**src/hw/rtl/utf8rd_pkg.sv**
```systemverilog
// Shared types and constants of the UTF-8 replacing decoder.
`default_nettype none

package utf8rd_pkg;

	// Bytes of the replacement sequence U+FFFD.
	localparam logic [7:0] REPL_B0 = 8'hEF;
	localparam logic [7:0] REPL_B1 = 8'hBF;
	localparam logic [7:0] REPL_B2 = 8'hBD;

	// Code point limits.
	localparam logic [20:0] CP_MAX      = 21'h10FFFF;
	localparam logic [20:0] SURR_LO     = 21'h00D800;
	localparam logic [20:0] SURR_HI     = 21'h00DFFF;
	localparam logic [20:0] MIN_LEN2    = 21'h000080;
	localparam logic [20:0] MIN_LEN3    = 21'h000800;
	localparam logic [20:0] MIN_LEN4    = 21'h010000;

	// Number of entries in the job queue.
	localparam int unsigned QUEUE_DEPTH = 2;

	// One job describes all output bytes caused by one input item:
	// replacements up to rep_end, literal bytes up to lit_end, then
	// replacements up to total.
	typedef struct packed {
		logic [3:0]      rep_end;
		logic [3:0]      lit_end;
		logic [3:0]      total;
		logic [3:0][7:0] lit_bytes;
	} job_t;

	// Byte of the replacement sequence at position pos.
	function automatic logic [7:0] repl_byte(input logic [1:0] pos);
		logic [7:0] b;
		case (pos)
			2'd0:    b = REPL_B0;
			2'd1:    b = REPL_B1;
			default: b = REPL_B2;
		endcase
		return b;
	endfunction

endpackage

`default_nettype wire

```
**src/hw/rtl/utf8rd_front.sv**
```systemverilog
// Front part: accepts input items, tracks the open sequence and builds jobs.
`default_nettype none

module utf8rd_front (
	input  wire logic              clk,
	input  wire logic              arst_n,
	input  wire logic              in_valid,
	output logic                   in_stall,
	input  wire logic [7:0]        in_byte,
	input  wire logic              end_of_input,
	input  wire logic              queue_full,
	output logic                   push,
	output utf8rd_pkg::job_t       push_job
);
	import utf8rd_pkg::*;

	logic [7:0]  held_q [3];
	logic [1:0]  held_count_q;
	logic [2:0]  seq_len_q;

	logic        accept;
	logic        open_seq;
	logic        is_cont;
	logic        take_start;
	logic        early;
	logic        is_ascii;
	logic [2:0]  lead_len;
	logic        bad_lead;
	logic        opens;
	logic        grow;
	logic        finish;
	logic [20:0] cp;
	logic [20:0] cp_min;
	logic        cp_bad;
	logic        rep_tail;
	logic [2:0]  rep_cnt;
	logic [2:0]  lit_n;
	logic [3:0]  rep_end;
	logic [3:0]  lit_end;

	assign in_stall = queue_full;
	assign accept   = in_valid && !queue_full;

	// Classification of the incoming byte against the open sequence.
	assign open_seq   = held_count_q != 2'd0;
	assign is_cont    = in_byte[7:6] == 2'b10;
	assign early      = open_seq && !is_cont;
	assign take_start = !open_seq || !is_cont;
	assign is_ascii   = !in_byte[7];

	always_comb begin
		case (in_byte) inside
			[8'hC2:8'hDF]: lead_len = 3'd2;
			[8'hE0:8'hEF]: lead_len = 3'd3;
			[8'hF0:8'hF4]: lead_len = 3'd4;
			default:       lead_len = 3'd0;
		endcase
	end

	assign bad_lead = !is_ascii && lead_len == 3'd0;
	assign opens    = take_start && lead_len != 3'd0;
	assign grow     = open_seq && is_cont && ({1'b0, held_count_q} + 3'd1 < seq_len_q);
	assign finish   = open_seq && is_cont && !grow;

	// Code point of the completed sequence and its validity.
	always_comb begin
		case (seq_len_q)
			3'd2: begin
				cp     = {10'd0, held_q[0][4:0], in_byte[5:0]};
				cp_min = MIN_LEN2;
			end
			3'd3: begin
				cp     = {5'd0, held_q[0][3:0], held_q[1][5:0], in_byte[5:0]};
				cp_min = MIN_LEN3;
			end
			default: begin
				cp     = {held_q[0][2:0], held_q[1][5:0], held_q[2][5:0], in_byte[5:0]};
				cp_min = MIN_LEN4;
			end
		endcase
	end

	assign cp_bad = cp < cp_min || cp > CP_MAX || (cp >= SURR_LO && cp <= SURR_HI);

	// A sequence still open after the final byte gives one trailing replacement.
	assign rep_tail = end_of_input && (opens || grow);

	// Job layout for this item.
	always_comb begin
		rep_cnt = {2'd0, early} + {2'd0, take_start && bad_lead};
		if (finish && cp_bad) begin
			rep_cnt = seq_len_q;
		end
		lit_n = 3'd0;
		if (take_start && is_ascii) begin
			lit_n = 3'd1;
		end else if (finish && !cp_bad) begin
			lit_n = seq_len_q;
		end
	end

	assign rep_end = {1'b0, rep_cnt} + {rep_cnt, 1'b0};
	assign lit_end = rep_end + {1'b0, lit_n};

	always_comb begin
		push_job.rep_end      = rep_end;
		push_job.lit_end      = lit_end;
		push_job.total        = lit_end + (rep_tail ? 4'd3 : 4'd0);
		push_job.lit_bytes[0] = finish ? held_q[0] : in_byte;
		push_job.lit_bytes[1] = (seq_len_q > 3'd2) ? held_q[1] : in_byte;
		push_job.lit_bytes[2] = (seq_len_q > 3'd3) ? held_q[2] : in_byte;
		push_job.lit_bytes[3] = in_byte;
	end

	assign push = accept && push_job.total != 4'd0;

	// Sequence tracking state.
	always_ff @(posedge clk or negedge arst_n) begin
		if (!arst_n) begin
			held_count_q <= 2'd0;
			seq_len_q    <= 3'd0;
		end else if (accept) begin
			if (end_of_input) begin
				held_count_q <= 2'd0;
				seq_len_q    <= 3'd0;
			end else if (opens) begin
				held_count_q <= 2'd1;
				seq_len_q    <= lead_len;
			end else if (grow) begin
				held_count_q <= held_count_q + 2'd1;
			end else begin
				held_count_q <= 2'd0;
				seq_len_q    <= 3'd0;
			end
		end
	end

	// Held bytes of the open sequence.
	always_ff @(posedge clk) begin
		if (accept) begin
			if (opens) begin
				held_q[0] <= in_byte;
			end else if (grow) begin
				held_q[held_count_q] <= in_byte;
			end
		end
	end

endmodule

`default_nettype wire

```
**src/hw/rtl/utf8rd_queue.sv**
```systemverilog
// Short job queue between the front and back parts.
`default_nettype none

module utf8rd_queue (
	input  wire logic              clk,
	input  wire logic              arst_n,
	input  wire logic              push,
	input  wire utf8rd_pkg::job_t  push_job,
	output logic                   full,
	input  wire logic              pop,
	output logic                   nonempty,
	output utf8rd_pkg::job_t       head
);
	import utf8rd_pkg::*;

	localparam int unsigned PTR_W = $clog2(QUEUE_DEPTH);
	localparam int unsigned CNT_W = $clog2(QUEUE_DEPTH + 1);

	job_t             mem_q [QUEUE_DEPTH];
	logic [PTR_W-1:0] wr_ptr_q;
	logic [PTR_W-1:0] rd_ptr_q;
	logic [CNT_W-1:0] count_q;

	assign full     = count_q == CNT_W'(QUEUE_DEPTH);
	assign nonempty = count_q != '0;
	assign head     = mem_q[rd_ptr_q];

	// Storage of queued jobs.
	always_ff @(posedge clk) begin
		if (push) begin
			mem_q[wr_ptr_q] <= push_job;
		end
	end

	// Pointers and fill count.
	always_ff @(posedge clk or negedge arst_n) begin
		if (!arst_n) begin
			wr_ptr_q <= '0;
			rd_ptr_q <= '0;
			count_q  <= '0;
		end else begin
			if (push) begin
				wr_ptr_q <= (wr_ptr_q == PTR_W'(QUEUE_DEPTH - 1)) ? '0 : wr_ptr_q + 1'b1;
			end
			if (pop) begin
				rd_ptr_q <= (rd_ptr_q == PTR_W'(QUEUE_DEPTH - 1)) ? '0 : rd_ptr_q + 1'b1;
			end
			if (push && !pop) begin
				count_q <= count_q + 1'b1;
			end else if (pop && !push) begin
				count_q <= count_q - 1'b1;
			end
		end
	end

endmodule

`default_nettype wire

```
**src/hw/rtl/utf8rd_back.sv**
```systemverilog
// Back part: expands each job into output items through an output register.
`default_nettype none

module utf8rd_back (
	input  wire logic              clk,
	input  wire logic              arst_n,
	input  wire logic              job_valid,
	input  wire utf8rd_pkg::job_t  job,
	output logic                   pop,
	output logic                   out_valid,
	input  wire logic              out_stall,
	output logic [7:0]             out_byte,
	output logic                   run_last
);
	import utf8rd_pkg::*;

	logic [3:0] pos_q;
	logic [1:0] rep_pos_q;
	logic       out_valid_q;
	logic [7:0] out_byte_q;
	logic       run_last_q;

	logic       load;
	logic       in_lit;
	logic [1:0] lit_off;
	logic       job_done;
	logic [7:0] next_byte;

	assign load = job_valid && (!out_valid_q || !out_stall);

	// Select the byte at the current position of the head job.
	assign in_lit    = pos_q >= job.rep_end && pos_q < job.lit_end;
	assign lit_off   = pos_q[1:0] - job.rep_end[1:0];
	assign next_byte = in_lit ? job.lit_bytes[lit_off] : repl_byte(rep_pos_q);
	assign job_done  = pos_q == job.total - 4'd1;
	assign pop       = load && job_done;

	// Walk through the head job, one output item per load.
	always_ff @(posedge clk or negedge arst_n) begin
		if (!arst_n) begin
			pos_q     <= 4'd0;
			rep_pos_q <= 2'd0;
		end else if (load) begin
			if (job_done) begin
				pos_q     <= 4'd0;
				rep_pos_q <= 2'd0;
			end else begin
				pos_q <= pos_q + 4'd1;
				if (!in_lit) begin
					rep_pos_q <= (rep_pos_q == 2'd2) ? 2'd0 : rep_pos_q + 2'd1;
				end
			end
		end
	end

	// Output register valid flag.
	always_ff @(posedge clk or negedge arst_n) begin
		if (!arst_n) begin
			out_valid_q <= 1'b0;
		end else if (load) begin
			out_valid_q <= 1'b1;
		end else if (!out_stall) begin
			out_valid_q <= 1'b0;
		end
	end

	// Output register payload.
	always_ff @(posedge clk) begin
		if (load) begin
			out_byte_q <= next_byte;
			run_last_q <= job_done;
		end
	end

	assign out_valid = out_valid_q;
	assign out_byte  = out_byte_q;
	assign run_last  = run_last_q;

endmodule

`default_nettype wire

```
**src/hw/rtl/utf8_replacing_decoder.sv**
```systemverilog
// UTF-8 replacing decoder: checks a byte stream and replaces bad sequences by U+FFFD.
//
// Input channel in_valid / in_stall carries one raw byte (in_byte) per item,
// with end_of_input set on the final byte of a stream. Output channel
// out_valid / out_stall carries one sanitized byte (out_byte) per item;
// run_last marks the last output byte caused by a given input byte.
// Bytes of an open multi-byte sequence produce no output until it completes or
// is cut short. The front part classifies a byte and writes a job into a
// two-entry queue; the back part emits one output byte per cycle from it
// while out_stall is low. The first output byte of an input passes through
// the job queue and then the output register before it is offered on out_valid.
// Throughput: one input byte per cycle while each byte causes at most one
// output byte and out_stall is low; a byte that causes N output bytes (up to
// 12) holds the back part until all N are out; in_stall rises once the queue is full.
// When the receiver raises out_stall the output register holds its byte and
// the queue fills, then in_stall rises.
// Reset clears the open sequence, the queue and the output register.
`default_nettype none

module utf8_replacing_decoder (
	input  wire logic       clk,
	input  wire logic       arst_n,
	input  wire logic       in_valid,
	output logic            in_stall,
	input  wire logic [7:0] in_byte,
	input  wire logic       end_of_input,
	output logic            out_valid,
	input  wire logic       out_stall,
	output logic [7:0]      out_byte,
	output logic            run_last
);
	import utf8rd_pkg::*;

	logic queue_full;
	logic push;
	job_t push_job;
	logic pop;
	logic nonempty;
	job_t head;

	// Front: classification and sequence tracking.
	utf8rd_front u_front (
		.clk          (clk),
		.arst_n       (arst_n),
		.in_valid     (in_valid),
		.in_stall     (in_stall),
		.in_byte      (in_byte),
		.end_of_input (end_of_input),
		.queue_full   (queue_full),
		.push         (push),
		.push_job     (push_job)
	);

	// Job queue.
	utf8rd_queue u_queue (
		.clk      (clk),
		.arst_n   (arst_n),
		.push     (push),
		.push_job (push_job),
		.full     (queue_full),
		.pop      (pop),
		.nonempty (nonempty),
		.head     (head)
	);

	// Back: output byte generation.
	utf8rd_back u_back (
		.clk       (clk),
		.arst_n    (arst_n),
		.job_valid (nonempty),
		.job       (head),
		.pop       (pop),
		.out_valid (out_valid),
		.out_stall (out_stall),
		.out_byte  (out_byte),
		.run_last  (run_last)
	);

endmodule

`default_nettype wire

```
**config.mk**
```make
export PLATFORM = sky130hd
export DESIGN_NAME = utf8_replacing_decoder
export DESIGN_NICKNAME = d
export VERILOG_FILES = /design/src/hw/rtl/utf8rd_pkg.sv /design/src/hw/rtl/utf8rd_front.sv /design/src/hw/rtl/utf8rd_queue.sv /design/src/hw/rtl/utf8rd_back.sv /design/src/hw/rtl/utf8_replacing_decoder.sv
export SDC_FILE = /design/constraint.sdc
export NUM_CORES = 1
export LEC_CHECK = 0
export BUFFER_PORTS_ARGS = -buffer_cell sky130_fd_sc_hd__buf_2
export CAP_MARGIN = 20
export CELL_PAD_IN_SITES_DETAIL_PLACEMENT = 2
export CELL_PAD_IN_SITES_GLOBAL_PLACEMENT = 2
export CORE_MARGIN = 2
export CORE_UTILIZATION = 30
export DETAILED_ROUTE_END_ITERATION = 16
export PLACE_DENSITY_LB_ADDON = 0.1
export SYNTH_ARGS = -nofsm -noshare
export SYNTH_HDL_FRONTEND = slang
export SYNTH_HIERARCHICAL = 1
export SYNTH_SLANG_ARGS = --single-unit
```
**constraint.sdc**
```tcl
create_clock -name clk -period 5.92 [get_ports clk]
set_input_delay 0.296 -clock clk [delete_from_list [all_inputs] [get_ports clk]]
set_output_delay 0.296 -clock clk [all_outputs]
set_load 0.05 [all_outputs]
```
==> flow_summary.yaml, run 1 <==
drt:
  dr.pass1.iters: 4
  drt_wl_total_um: 16100
  vias_per_cell: 4.77
  drt_iter0_drc: 138
  route.detailed.drc: 0
  wl_per_cell_um: 21.2
  vias: 3611
  ant_nets: 0
finish:
  antenna_cells: 0
  area_growth_pct: 15.3
  drive_gt1_share_pct: 32.9
  nets: 503
  fillerInstances: 2208
cts:
  cts_sinks: 137
  cts-root-buf: "clkbuf_16"
  insertion_delay_ns: 0.42
  cts_buffer_depth: 2
  cts_tree: "built"
  clkTransAtPathRegs_ns: 0.07
  cts_max_level: 4
  numCtsBuffers: 17
setup_path:
  worstPathCellList: "nand2b_1, nand2_1, o21ai_0, ha_1, o21bai_1, o41ai_2, a31oi_2, nor2_1, mux2_2, ha_1, fa_1, ha_1, a21oi_1, xnor2_1, xnor2_1, xor2_1, o41a_1, nor2b_4, buf_12"
  path_max_fanout: 44
  path_delay_family: "adder cells"
  crit_slowest_cell: "fa_1"
  arrival_ns: 5.59
  critPathBufInv: 1
  cp-start-kind: "flop"
  worstSetupPathType: "reg -> reg"
  end_kind: "flop"
  critPathRequiredTime_ns: 6.01
  slowest_delay_ns: 0.49
  cpMostUsedCell: "ha_1"
sta:
  fin_skew_ns: 0.0142
  fmax_mhz: 182
  tightest_slew_ns: 0.839
  slew_violations: 0
  setup_tns_ns: 0
  rsz0062_at_grt: "false"
  period_share_pct: 92.8
  setup_viol: 0
  fin_ws_ns: 0.427
  maxSlewHeadroom_pct: 43.7
  fin_crit_ns: 5.49
  finalHoldViolCount: 0
synth:
  syn_inst: 431
  ys_types: 55
  synth.most_common_cell: "edfxtp_1"
  syn_nets: 470
  synth_area_sq_um: 6690
  synth_top_cell_by_area: "edfxtp_1"
  ys_seq_area_share_pct: 60.3
  yosysWarnings: 6
  netlist.area_leader.share_pct: 54.3
  synth_area_per_cell_sq_um: 15.5
  synth_seq_cells: 137
  synth_common_cells: "edfxtp_1 (121), mux2_4 (39), mux2_2 (29)"
  synthArstFlopShare_pct: 11.7
  synth_area_leaders: "edfxtp_1 (54%), mux2_4 (8.8%), dfrtp_1 (6.0%)"
  synth_edf_count: 121
  synth_flop_cell: "edfxtp_1"
grt:
  grtUsageTotal_pct: 14.5
  grt_antenna_before_repair: 0
  grt_first_pass_wirelength_um: 25000
  grt_max_degree: 45
  grt-ovfl-total: 0
  grt_pass1_vias: 4025
power:
  ir_drop_mv: 0.176
  seq_power_share_pct: 36.5
  switching_share_pct: 34.1
  intPower_w: 0.00263
  p_per_area_nw_per_um2: 519
  power_switching_w: 0.00137
  p_total_w: 0.00400
  power_frac_comb_pct: 36.7
  power_leakage_nw: 2.89
  clock_power_share_pct: 26.8
die:
  dieWidth_um: 153
  start_util_pct: 30.7
  core_area_sq_um: 21800
  die_h_um: 153
  num_io_pins: 24
  rows: 54
  dieArea_sq_um: 23500
outcome:
  status: "finished, final reports clean"
place:
  io_buffer_count: 23
  gp_congestion: 0.751
  place_hpwl_um: 11300
  place_ws_ns: 0.265
worst_hold_path:
  hold_class: "in -> reg"
flow_run:
  cap_violations: 0
## worst register-to-register path, delay by kind of cell (launching register included)
family,cells,cell delay (ns)
AO/OA/AOI/OAI,6,1.23
adder cells (fa/ha/maj),4,1.36
XOR/XNOR,3,0.60
AND/OR/NAND/NOR,4,0.80
multiplexers,1,0.40
buffers and inverters,1,0.26
flip-flops,1,0.46
## final timing paths
check                                       to  depth (start not counted)                 start  slack, ns
setup / recovery           u_queue/mem_q[0][4]                         19  u_front/seq_len_q[2]       0.43
hold / removal                u_back/out_valid                          3             out_stall       0.11
setup reg to reg           u_queue/mem_q[0][4]                         19  u_front/seq_len_q[2]       0.43
hold reg to reg             u_queue/count_q[1]                          1    u_queue/count_q[1]       0.49
max in group asynchronous     u_queue/rd_ptr_q                          2                arst_n       5.18
min in group asynchronous  u_back/rep_pos_q[1]                          2                arst_n       0.37
## state kept, by name, summed over array words and instances, names as in the netlist
register              cells
u_back/pos_q              4
u_back/out_byte           8
u_back/run_last           1
u_front/seq_len_q         3
u_queue/rd_ptr_q          1
u_back/out_valid          1
u_back/rep_pos_q          2
u_queue/wr_ptr_q          1
u_queue/count_q           2
u_queue/mem_q            88
u_front/held_count_q      2
u_front/held_q           24
## cells by family (layout without fill, tap and decap cells)
kind of cell    after synthesis  count (layout)  synth area share (%)
mux                          76              76                  16.3
buf+inv                      47              93                  4.25
xor+xnor                     17              17                  2.23
fa+ha+maj                    26              26                  5.31
flops                       137             137                  60.3
compound gates               46              46                  4.62
simple gates                 82              82                  6.96
## cell type report
cell class	instances	area, sq um	share of cell area [%]
Tap cell	280	350	4.54
Inverter	25	93.8	1.22
Clock inverter	15	163	2.11
Timing Repair Buffer	36	253	3.28
Sequential cell	137	4040	52.3
Multi-Input combinational cell	247	2390	31.0
Clock buffer	17	425	5.52
## repair_timing
| action | CTS | global route |
|---|---|---|
| hold endpoints to repair | 16 | 0 |
| buffers inserted | 0 | 1 |
| hold buffers | 1 | 0 |
| gates resized for setup | 0 | 2 |
| endpoints found under the setup margin | 0 | 80 |
## layout by cell type (no fill, tap or decap), types with 2 or more instances in the layout
cell          n
and2_1        2
nor3_1        4
dfrtp_1      15
nand4_1       2
nand3b_1      2
o22ai_1       3
bufinv_16     2
mux2_2       29
a21o_1        2
xor2_1        7
a32o_1        2
nand2_1      19
mux4_2        8
a21oi_1      10
buf_12        3
nor2b_1       5
edfxtp_1    121
fa_1          4
clkinvlp_4    2
o21ai_1       5
buf_4         9
clkbuf_16    17
nand2b_1      4
or4_1         3
ha_1         22
nand3_1       7
o21ai_0      10
and3_1        3
xnor2_1      10
o21a_1        3
or2_2         4
inv_6         8
nor2_1       12
a22o_1        2
inv_1        25
mux2_4       39
buf_2        23
or2_1         2
## power groups by stage
| stage | combinational [W] | clock [W] | sequential (W) |
|---|---|---|---|
| floorplan | 0.00108 | 0 | 0.00154 |
| global placement | 0.00146 | 0 | 0.00147 |
| detailed placement | 0.00150 | 0 | 0.00149 |
| CTS | 0.00151 | 0.00111 | 0.00147 |
| global route | 0.00162 | 0.00115 | 0.00149 |
| finish | 0.00147 | 0.00107 | 0.00146 |
## metal layers
| layer | GRT usage (%) | share of wire, % | up-vias |
|---|---|---|---|
| met5 | 0 | 0 | - |
| met4 | 4.89 | 1.3 | 0 |
| met3 | 3.12 | 2.5 | 16 |
| met2 | 23.4 | 49 | 49 |
| met1 | 19.3 | 47 | 1862 |
| li1 | - | - | 1684 |
## stage by stage
step / utilization (%) / instances / hold slack (ns) / cell area, sq um
4_1_cts: 35.2 / 755 / 0.0809 / 7690
5_1_grt: 35.3 / 757 / 0.125 / 7710
2_1_floorplan: - / 431 / 0.000409 / 6690
6_report: 35.3 / 757 / 0.106 / 7710
3_5_place_dp: 32.5 / 722 / 0.297 / 7090
3_3_place_gp: 32.5 / 721 / 0.293 / 7090
Power figures use the tool's default switching activity.
==> run 2, diff against run 1 <==
Settings changed: CORE_UTILIZATION 30 to 42.
==> flow_summary.yaml, run 2 (synthesized netlist as in run 1, its figures left out) <==
setup_path:
  critPathRequiredTime_ns: 6.05
  slowest_delay_ns: 0.47
  worstPathCellList: "nand2b_1, nand2_1, o21ai_0, ha_1, o21bai_1, o41ai_2, a31oi_2, nor2_1, mux2_2, ha_1, fa_1, ha_1, a21oi_1, xnor2_1, xnor2_1, xor2_1, o41a_1, and2_2, buf_12"
  end_kind: "flop"
  worstSetupPathType: "reg -> reg"
  arrival_ns: 5.68
  rr_startpoint: "u_front/seq_len_q[2]"
  cpMostUsedCell: "ha_1"
  critPathBufInv: 1
  startpoint: "u_front/seq_len_q[2]"
  path_max_fanout: 17
  crit_slowest_cell: "fa_1"
  path_delay_family: "adder cells"
  cp-start-kind: "flop"
finish:
  antenna_cells: 0
  nets: 500
  regMostFlops: "u_queue/mem_q"
  largest_register_ffs: 88
  fillerInstances: 1458
  fin_area_sq_um: 7610
  final_common_cell: "edfxtp_1"
  seq_area_sq_um: 4040
  drive_gt1_share_pct: 31.7
  final_cell_mix: "edfxtp_1 (121), mux2_4 (39), mux2_2 (29)"
  multiInputGateArea_sq_um: 2400
  area_growth_pct: 13.7
power:
  switching_share_pct: 33.7
  clock_power_share_pct: 26.5
  intPower_w: 0.00266
  power_leakage_nw: 2.86
  seq_power_share_pct: 36.9
  power_frac_comb_pct: 36.6
  p_per_area_nw_per_um2: 527
  power_switching_w: 0.00135
  ir_drop_mv: 0.220
die:
  dieArea_sq_um: 17000
  num_io_pins: 24
  rows: 46
  core_area_sq_um: 15700
  start_util_pct: 42.6
  dieWidth_um: 130
  die_h_um: 130
place:
  io_buffer_count: 23
  placed_area_sq_um: 7010
  place_hpwl_um: 10900
  gp_congestion: 0.869
  place_ws_ns: 0.354
cts:
  numCtsBuffers: 17
  insertion_delay_ns: 0.42
  clkTransAtPathRegs_ns: 0.06
  cts_tree: "built"
  cts_max_level: 4
  cts_buffer_depth: 2
  cts_sinks: 137
  cts-root-buf: "clkbuf_16"
sta:
  maxSlewHeadroom_pct: 30.8
  fin_ws_ns: 0.369
  setup_viol: 0
  period_share_pct: 93.8
  fin_crit_ns: 5.55
  slew_violations: 0
  tightest_slew_ns: 1.04
  fin_skew_ns: 0.00988
  rsz0062_at_grt: "false"
  setup_tns_ns: 0
  finalHoldViolCount: 0
  fmax_mhz: 180
worst_hold_path:
  hold_class: "in -> reg"
  hp-start: "out_stall"
grt:
  grt-ovfl-total: 0
  grt_pass1_vias: 4196
  grt_antenna_before_repair: 0
  grt_max_degree: 45
  grt_first_pass_wirelength_um: 25800
  grtUsageTotal_pct: 21.4
drt:
  drt_iter0_drc: 212
  drt_wl_total_um: 16500
  ant_nets: 0
  vias_per_cell: 5.31
  dr.pass1.iters: 4
  wl_per_cell_um: 23.9
  route.detailed.drc: 0
  vias: 3659
flow_run:
  cap_violations: 0
outcome:
  status: "finished, final reports clean"
[run 2: cell types whose count changed in the layout (fill, tap and decap cells not counted), sizes merged]
cell and change:
inv -6, buf -3, clkinv +3, bufinv +1, clkinvlp +1
[run 2: repair_timing]
item,CTS,global route
endpoints found under the hold margin,16,0
setup buffers,0,0
gates resized for setup,0,1
endpoints found under the setup margin,0,6
hold buffers,1,0
[run 2: worst min-delay path, cell delays in order]
cell	delay, ns
buf_2	0.08
nand2_1	0.06
nand2b_1	0.07
[run 2: path summary, 6_finish.rpt]
kind | endpoint | slack [ns] | cells past startpoint
worst max-delay path | u_queue/mem_q[1][27] | 0.37 | 19
worst min-delay path | u_back/out_valid | 0.13 | 3
worst max register to register | u_queue/mem_q[1][27] | 0.37 | 19
worst min register to register | u_queue/count_q[1] | 0.50 | 1
max in group asynchronous | u_queue/rd_ptr_q | 5.18 | 2
min in group asynchronous | u_back/rep_pos_q[1] | 0.38 | 2
[run 2: layout make-up]
cell class | count | area share [%]
multi-input cells | 247 | 31.5
repair buffers | 33 | 3.03
clock inverters | 14 | 2.04
inverters | 25 | 1.23
well taps | 216 | 3.55
flip-flops and latches | 137 | 53.0
clock buffers | 17 | 5.59
[run 2: layer usage]
layer / GRT usage (%) / share of wire, % / vias up / wire length, um
li1: - / - / 1668 / -
met1: 29.1 / 45 / 1903 / 7480
met2: 34.8 / 49 / 68 / 8050
met3: 3.98 / 3.7 / 20 / 603
met4: 7.21 / 1.9 / 0 / 317
met5: 0 / 0 / - / 0
[run 2: through the flow]
stage	hold WS, ns	power, W	util, %	cells
after floorplan	0.000409	0.00262	-	431
after global placement	0.278	0.00289	44.6	657
after detailed placement	0.274	0.00296	44.6	657
after CTS	0.109	0.00407	48.4	689
after global routing	0.129	0.00424	48.4	689
final	0.125	0.00401	48.4	689
[run 2: power by group through the flow]
| stage | clock (W) | combinational (W) | sequential [W] |
|---|---|---|---|
| CTS | 0.00108 | 0.00150 | 0.00149 |
| global placement | 0 | 0.00141 | 0.00148 |
| floorplan | 0 | 0.00108 | 0.00154 |
| global route | 0.00113 | 0.00161 | 0.00151 |
| finish | 0.00106 | 0.00147 | 0.00148 |
| detailed placement | 0 | 0.00147 | 0.00150 |
==> run 3, diff against run 2 <==
Settings changed: ABC_AREA from default to 1, CORE_UTILIZATION 42 to 39, PLACE_DENSITY from default to 0.77, PLACE_DENSITY_LB_ADDON 0.1 to default.
==> flow_summary.yaml, run 3 <==
setup_path:
  r2r_slack_ns: 0.48
  regToRegEndpoint: "u_queue/mem_q[0][13]"
  rr_startpoint: "u_front/seq_len_q[2]"
  critPathRequiredTime_ns: 6.02
  cp-start-kind: "flop"
  worstSetupPathType: "reg -> reg"
  reg2regPathDepth: 26
  end_kind: "flop"
  cpMostUsedCell: "nand2_1"
  worstSetupPathDepth: 26
  path_delay_family: "adder cells"
  slowest_delay_ns: 0.62
  startpoint: "u_front/seq_len_q[2]"
  cp-endpoint: "u_queue/mem_q[0][13]"
  critPathBufInv: 6
  crit_slowest_cell: "fa_1"
  arrival_ns: 5.54
  path_max_fanout: 44
synth:
  syn_inst: 589
  synth_seq_cells: 137
  netlist.area_leader.share_pct: 52.4
  synth_common_cells: "edfxtp_1 (121), nand2_1 (96), inv_1 (67)"
  ys_seq_area_share_pct: 58.2
  syn_nets: 628
  synth_area_sq_um: 6930
  synth.most_common_cell: "edfxtp_1"
  synth_edf_count: 121
  synthArstFlopShare_pct: 11.7
  synth_top_cell_by_area: "edfxtp_1"
  synth_flop_cell: "edfxtp_1"
  synth_area_leaders: "edfxtp_1 (52%), mux2_4 (8.4%), dfrtp_1 (5.8%)"
  ys_types: 43
  synth_area_per_cell_sq_um: 11.8
  yosysWarnings: 6
drt:
  dr.pass1.iters: 4
  ant_nets: 0
  vias_per_cell: 5.21
  route.detailed.drc: 0
  vias: 4437
  wl_per_cell_um: 22.0
  drt_wl_total_um: 18700
  drt_iter0_drc: 274
finish:
  multiInputGateArea_sq_um: 2410
  final_cell_mix: "edfxtp_1 (121), nand2_1 (96), inv_1 (67)"
  largest_register_ffs: 88
  regMostFlops: "u_queue/mem_q"
  fillerInstances: 1719
  seq_area_sq_um: 4040
  drive_gt1_share_pct: 20.1
  final_common_cell: "edfxtp_1"
  antenna_cells: 0
  nets: 653
  area_growth_pct: 12.7
sta:
  setup_viol: 0
  slew_violations: 0
  finalHoldViolCount: 0
  period_share_pct: 91.8
  fmax_mhz: 184
  maxSlewHeadroom_pct: 38.9
  tightest_slew_ns: 0.913
  fin_crit_ns: 5.44
  rsz0062_at_grt: "false"
  setup_tns_ns: 0
  fin_ws_ns: 0.485
  fin_skew_ns: 0.00862
worst_hold_path:
  hold_class: "in -> reg"
grt:
  grtUsageTotal_pct: 21.6
  grt_first_pass_wirelength_um: 29600
  grt_pass1_vias: 5005
  grt_max_degree: 45
  grt-ovfl-total: 0
  grt_antenna_before_repair: 0
cts:
  cts_sinks: 137
  cts_max_level: 4
  cts_tree: "built"
  cts-root-buf: "clkbuf_16"
  cts_buffer_depth: 2
  clkTransAtPathRegs_ns: 0.06
  numCtsBuffers: 17
  insertion_delay_ns: 0.43
place:
  place_hpwl_um: 13200
  io_buffer_count: 23
  gp_congestion: 0.804
  place_ws_ns: 0.328
die:
  rows: 48
  dieWidth_um: 137
  core_area_sq_um: 17400
  dieArea_sq_um: 18900
  die_h_um: 137
  start_util_pct: 39.9
  num_io_pins: 24
flow_run:
  cap_violations: 0
power:
  p_total_w: 0.00425
  ir_drop_mv: 0.251
  p_per_area_nw_per_um2: 545
  power_leakage_nw: 3.17
outcome:
  status: "finished, final reports clean"
[run 3: routing by layer]
layer / wire length (um) / vias to the layer above / track usage [%]
met3: 451 / 24 / 3.86
met4: 318 / 0 / 6.82
met2: 9360 / 63 / 36.5
met5: 0 / - / 0
li1: - / 2080 / -
met1: 8600 / 2270 / 28.2
[run 3: worst min-delay path, cell delays in order]
cell	delay, ns
buf_2	0.08
nand2_1	0.06
nand2_1	0.08
[run 3: logic make-up after synthesis]
group / count (synthesis) / synth area share [%]
and+or+nand+nor: 200 / 12.9
xor gates and xnor gates: 11 / 1.39
AOI/OAI and AO/OA: 74 / 6.03
muxes: 44 / 9.26
buffers and inverters: 97 / 7.11
adders and majority gates: 26 / 5.13
DFF: 137 / 58.2
[run 3: worst min-delay path by stage]
stage / from / to / slack, ns / cells after the start
2_1_floorplan: arst_n / u_back/out_valid / 0.0004 / 0
3_3_place_gp: arst_n / u_back/pos_q[3] / 0.27 / 1
3_5_place_dp: arst_n / u_back/out_valid / 0.28 / 1
4_1_cts: out_stall / u_back/out_valid / 0.13 / 3
5_1_grt: in_byte[2] / u_front/held_q[2][2] / 0.16 / 1
6_report: out_stall / u_back/out_valid / 0.14 / 3
[run 3: power by group]
part	total (W)	switching, W	internal [W]	leakage (nW)
Combinational	0.00167	0.00106	0.000614	1.57
Clock	0.00111	0.000412	0.000698	0.284
Sequential	0.00147	0.000112	0.00136	1.31
[run 3: metrics by stage]
| step | instances | hold WS, ns | instance area, sq um | util (%) |
|---|---|---|---|---|
| after global placement | 819 | 0.274 | 7190 | 41.4 |
| after global routing | 852 | 0.163 | 7810 | 45.0 |
| after CTS | 852 | 0.127 | 7810 | 45.0 |
| final | 852 | 0.141 | 7810 | 45.0 |
| after floorplan | 589 | 0.000409 | 6930 | - |
| after detailed placement | 819 | 0.281 | 7190 | 41.4 |
[run 3: layout make-up]
type,count,area share [%]
multi-input cells,355,30.9
flip-flops and latches,137,51.7
well taps,225,3.61
repair buffers,30,2.50
clock inverters,14,2.31
clock buffers,18,5.50
inverters,73,3.51
[run 3: repair_timing]
action	4_1_cts	5_1_grt
endpoints found under the hold margin	16	0
setup buffers	0	0
resized for setup	0	2
hold buffers	1	0
setup endpoints to repair	0	90
